### src/rtl/modal_resonator_bank_unit_defines.svh
// Assertion macros shared by the modal resonator bank RTL.
`ifndef MODAL_RESONATOR_BANK_UNIT_DEFINES_SVH
`define MODAL_RESONATOR_BANK_UNIT_DEFINES_SVH

// Same-cycle implication, checked on every rising edge outside reset.
`define MRB_ASSERT_NOW(label, ante, cons, msg) \
    label: assert property (@(posedge clk) disable iff (!rst_n) (ante) |-> (cons)) \
        else $error(msg);

// Next-cycle implication, checked on every rising edge outside reset.
`define MRB_ASSERT_NEXT(label, ante, cons, msg) \
    label: assert property (@(posedge clk) disable iff (!rst_n) (ante) |=> (cons)) \
        else $error(msg);

`endif

### src/rtl/mrb_ram.sv
// Generic single-write, single-read synchronous RAM with registered read data.
`default_nettype none

module mrb_ram #(
    parameter int WIDTH = 8,
    parameter int DEPTH = 32,
    parameter int ADDR_W = (DEPTH > 1) ? $clog2(DEPTH) : 1
) (
    input  wire logic              clk,
    input  wire logic              wr_en,
    input  wire logic [ADDR_W-1:0] wr_addr,
    input  wire logic [WIDTH-1:0]  wr_data,
    input  wire logic              rd_en,
    input  wire logic [ADDR_W-1:0] rd_addr,
    output logic      [WIDTH-1:0]  rd_data
);

    logic [WIDTH-1:0] mem [DEPTH];

    // Write port and registered read port.
    always_ff @(posedge clk)
    begin
        if (wr_en)
        begin
            mem[wr_addr] <= wr_data;
        end
        if (rd_en)
        begin
            rd_data <= mem[rd_addr];
        end
    end

endmodule

`default_nettype wire

### config.mk
export PLATFORM = sky130hd
export DESIGN_NAME = mrb_ram
export DESIGN_NICKNAME = d
export VERILOG_FILES = /design/src/rtl/modal_resonator_bank_unit_defines.svh /design/src/rtl/mrb_ram.sv
export SDC_FILE = /design/constraint.sdc
export NUM_CORES = 1
export LEC_CHECK = 0
export ABC_CLOCK_PERIOD_IN_PS = 3000
export BUFFER_PORTS_ARGS = -buffer_cell sky130_fd_sc_hd__buf_2
export CAP_MARGIN = 0
export CORE_AREA = 2 2 139 141
export CTS_CLUSTER_DIAMETER = 100
export DETAILED_ROUTE_END_ITERATION = 8
export DIE_AREA = 0 0 141 143
export GPL_TIMING_DRIVEN = 0
export PLACE_DENSITY = 0.71
export SLEW_MARGIN = 40
export SYNTH_ARGS = -nofsm -noshare
export SYNTH_HDL_FRONTEND = slang
export SYNTH_SLANG_ARGS = --single-unit
### constraint.sdc
create_clock -name clk -period 3 [get_ports clk]
set_clock_uncertainty 0.2 [all_clocks]
set_input_delay 0.6 -clock clk [delete_from_list [all_inputs] [get_ports clk]]
set_output_delay 0.6 -clock clk [all_outputs]
set_load 0.03 [all_outputs]
### After elaboration in Yosys (flattened, before gate mapping)

Memory sizes are Yosys's and may differ from the RTL's. A register that Yosys moved wholly into a read port is not among the register bits.
Cells that the tools add are included.

* memories kept: 1
* output and inout port bits: 8
* register bits: 0
* RAM bits: 256
* input bits: 21

Memories
* mem: depth 32, width 8, read ports 1, clocked after Yosys merged registers in 1, write ports 1, RTL line mrb_ram.sv:18 `logic [WIDTH-1:0] mem [DEPTH];`

* multiplexer cells: 2

Operators with widths (count)
* 2-to-1 mux 1 bit: 2

### Depth between registers and ports, before layout

* depth after elaboration: 2
* mapped depth: 5

### Worst setup path after synthesis

Ideal clock, no wire load.

* path kind: input -> register
* start point: input rd_addr[2]
* end point: register rd_data[0] (read register of mem), data pin
* path buffers: 2
* library setup time: 0.260 ns
* stages on the path: 5
* slack: 0.258 ns
* required time: 2.540 ns
* data arrival time: 2.282 ns
* cells stage by stage: clkbuf_1 clkbuf_1 mux4_2 mux4_2 mux2_2

RTL lines
* start: declaration: RTL line mrb_ram.sv:14 `input wire logic [ADDR_W-1:0] rd_addr,`
* end: declaration: RTL line mrb_ram.sv:15 `output logic [WIDTH-1:0] rd_data`

==> impl_metrics.py <==
metrics = {
    "cts": {
        "cts_buffers": 26,
        "postCtsResizedCells": 0,
        "postCtsSetupBuffers": 0,
        "ctsHtreeMaxLevel": 1,
        "clkSlewWorstSetupHoldPaths_ps": 60,
        "cts-root-buf": "clkbuf_16",
        "postCtsHoldBufs": 0,
        "clock_path_buffers": 3,
        "tritoncts": "built",
        "clk_latency_ps": 510,
        "clock_sinks": 264,
    },
    "route": {
        "drt-initial-drc-count": 477,
        "antenna_left": 0,
        "drc": 0,
        "wire_per_inst_um": 25.9,
        "vias": 4424,
        "firstDrtPassIters": 4,
        "vias_per_cell": 6.15,
        "wl_um": 18600,
    },
    "sta": {
        "whs_ps": 232,
        "rsz0062_at_grt": "no",
        "fin_tns_setup_ps": 0,
        "fin_crit_ps": 2850,
        "hold_viol": 0,
        "fmax_mhz": 350,
        "tightest_slew_ps": 857,
        "slew_headroom_pct": 42.6,
        "final-max-slew-violation-count": 0,
        "fin_crit_sh_pct": 95.1,
        "setup_viol": 0,
    },
    "setup_path": {
        "crit_path_start_kind": "input port",
        "crit_family": "multiplexers",
        "r2r_cells": 3,
        "path_class": "input port to register",
        "crit_arrival_ps": 2910,
        "reg2reg_from": "mem[21][2]$_DFFE_PP_",
        "worstPathMaxFanout": 10,
        "slowest_stage": "clkbuf_1",
        "rr_endpoint": "rd_data[2]$_DFFE_PP_",
        "worstPathCellList": "clkbuf_1 -> clkbuf_1 -> mux4_2 -> mux4_2 -> mux2_2",
        "r2r_slack_ps": 830,
        "critPathCaptureType": "register",
        "required_ps": 3060,
        "max_stage_delay_ps": 630,
        "crit_buf_inv": 2,
    },
    "place": {
        "dpl.cell_count": 674,
        "post-dp-hpwl_um": 12300,
        "place.gp.congestion": 0.781,
        "io_buffers": 23,
    },
    "synth": {
        "yosys_warnings": 0,
        "ys_ff_latch": 264,
        "netlist_area_um2": 10100,
        "ys_seq_area_share_pct": 78.2,
        "syn_area_per_cell_um2": 24.3,
        "synth_fp_nets": 438,
        "syn-instance-count": 417,
        "yosys.cell_types.count": 14,
    },
    "layout": {
        "drive_above_1_share_pct": 34.8,
        "layout.cells.non_filler": 719,
        "n_fill_cell": 1194,
        "syn_to_final_growth_pct": 12.7,
        "nNetsFinal": 489,
        "mostFrequentLayoutCells": "264 x edfxtp_1, 80 x mux4_2, 27 x clkbuf_16, 25 x buf_2, 23 x nor2_1",
        "final_common_cell": "edfxtp_1",
        "antenna_cells": 0,
    },
    "die": {
        "num_rows": 50,
        "core-area_um2": 18600,
        "die-area_um2": 20200,
        "dieHeight_um": 143,
        "die_w_um": 141,
        "num_io_pins": 29,
        "start_util_pct": 54.5,
    },
    "power": {
        "power.total_mw": 7.74,
        "power_leakage_nw": 3.54,
        "pwr_density_cell_nw_per_um2": 677,
        "irDropWorstVdd_uv": 454,
    },
    "global_routing": {
        "antenna_found_initial": 0,
        "grt-ovfl-total": 0,
        "grt_usage_pct": 19.4,
        "grt_pass1_wl_um": 28200,
        "grt_max_degree": 33,
        "grt_pass1_vias": 4467,
    },
    "job": {
        "maxCapViolations": 0,
    },
    "outcome": {
        "status": "finished, final reports clean",
    },
    "min_path": {
        "hp-class": "input port to register",
        "hold_path_startpoint": "rd_en",
        "min_path_cells": 1,
        "hold_end": "rd_data[5]$_DFFE_PP_",
    },
}
## registers in the layout (all words and copies together), names as in the netlist
signal and cells:
rd_data 8, mem 256
## layout make-up
type	instances	area (um2)	area share [%]
clock buffer	30	687	6.01
buffer	20	108	0.942
tap	234	293	2.56
multi-input combinational	133	2120	18.6
sequential	264	7930	69.4
clock inverter	15	168	1.47
timing repair buffer	23	115	1.01
## synthesized netlist by cell type
library cell	n	area [um2]
mux4_2	80	1800
or3_1	1	6.26
nor2_1	33	124
nand3_1	2	10.0
buf_6	1	11.3
buf_1	6	22.5
edfxtp_1	264	7930
nand2_1	1	3.75
buf_2	1	5.00
buf_4	6	45.0
mux2_2	8	90.1
or3b_2	3	26.3
clkbuf_1	6	22.5
nand3b_1	5	37.5
## worst max-delay path by stage
stage / end / startpoint / depth (start not counted)
floorplan: rd_data[0]$_DFFE_PP_ / rd_addr[2] / 5
global placement: rd_data[1]$_DFFE_PP_ / rd_addr[2] / 5
detailed placement: rd_data[2]$_DFFE_PP_ / rd_addr[2] / 5
CTS: rd_data[2]$_DFFE_PP_ / rd_addr[2] / 5
global route: rd_data[2]$_DFFE_PP_ / rd_addr[2] / 5
finish: rd_data[2]$_DFFE_PP_ / rd_addr[2] / 5
## per-layer routing
| metal | vias to the layer above | GRT usage, % | routed length [um] |
|---|---|---|---|
| met4 | 0 | 4.26 | 233 |
| met5 | - | 0 | 0 |
| li1 | 1890 | - | - |
| met3 | 23 | 3.62 | 1400 |
| met1 | 2318 | 29.0 | 7980 |
| met2 | 193 | 30.7 | 9010 |
## cell families (layout without fill, tap and decap cells)
family,count (synthesis),after routing,share of synthesized area [%]
flops,264,264,78.2
mux,88,88,18.7
simple gates,45,45,2.05
buf+inv,20,88,1.05
## metrics by stage
stage	instance area (um2)	setup slack [ps]	utilization [%]
floorplan	10100	258	-
global placement	10500	-415	56.7
detailed placement	10500	-403	56.8
CTS	11400	142	61.4
global route	11400	45.9	61.5
finish	11400	146	61.5
## worst reg2reg max path: cells and delay by family (launching register included)
| family | cells | cell delay [ps] |
|---|---|---|
| muxes | 3 | 1360 |
| DFF | 1 | 360 |
## power breakdown
| group | total, mW | internal [mW] | switching, mW |
|---|---|---|---|
| combinational | 0.396 | 0.165 | 0.231 |
| sequential | 4.13 | 4.12 | 0.0111 |
| clock | 3.21 | 1.97 | 1.25 |
| total | 7.74 | 6.25 | 1.49 |
(Power assumes the default switching activity.)
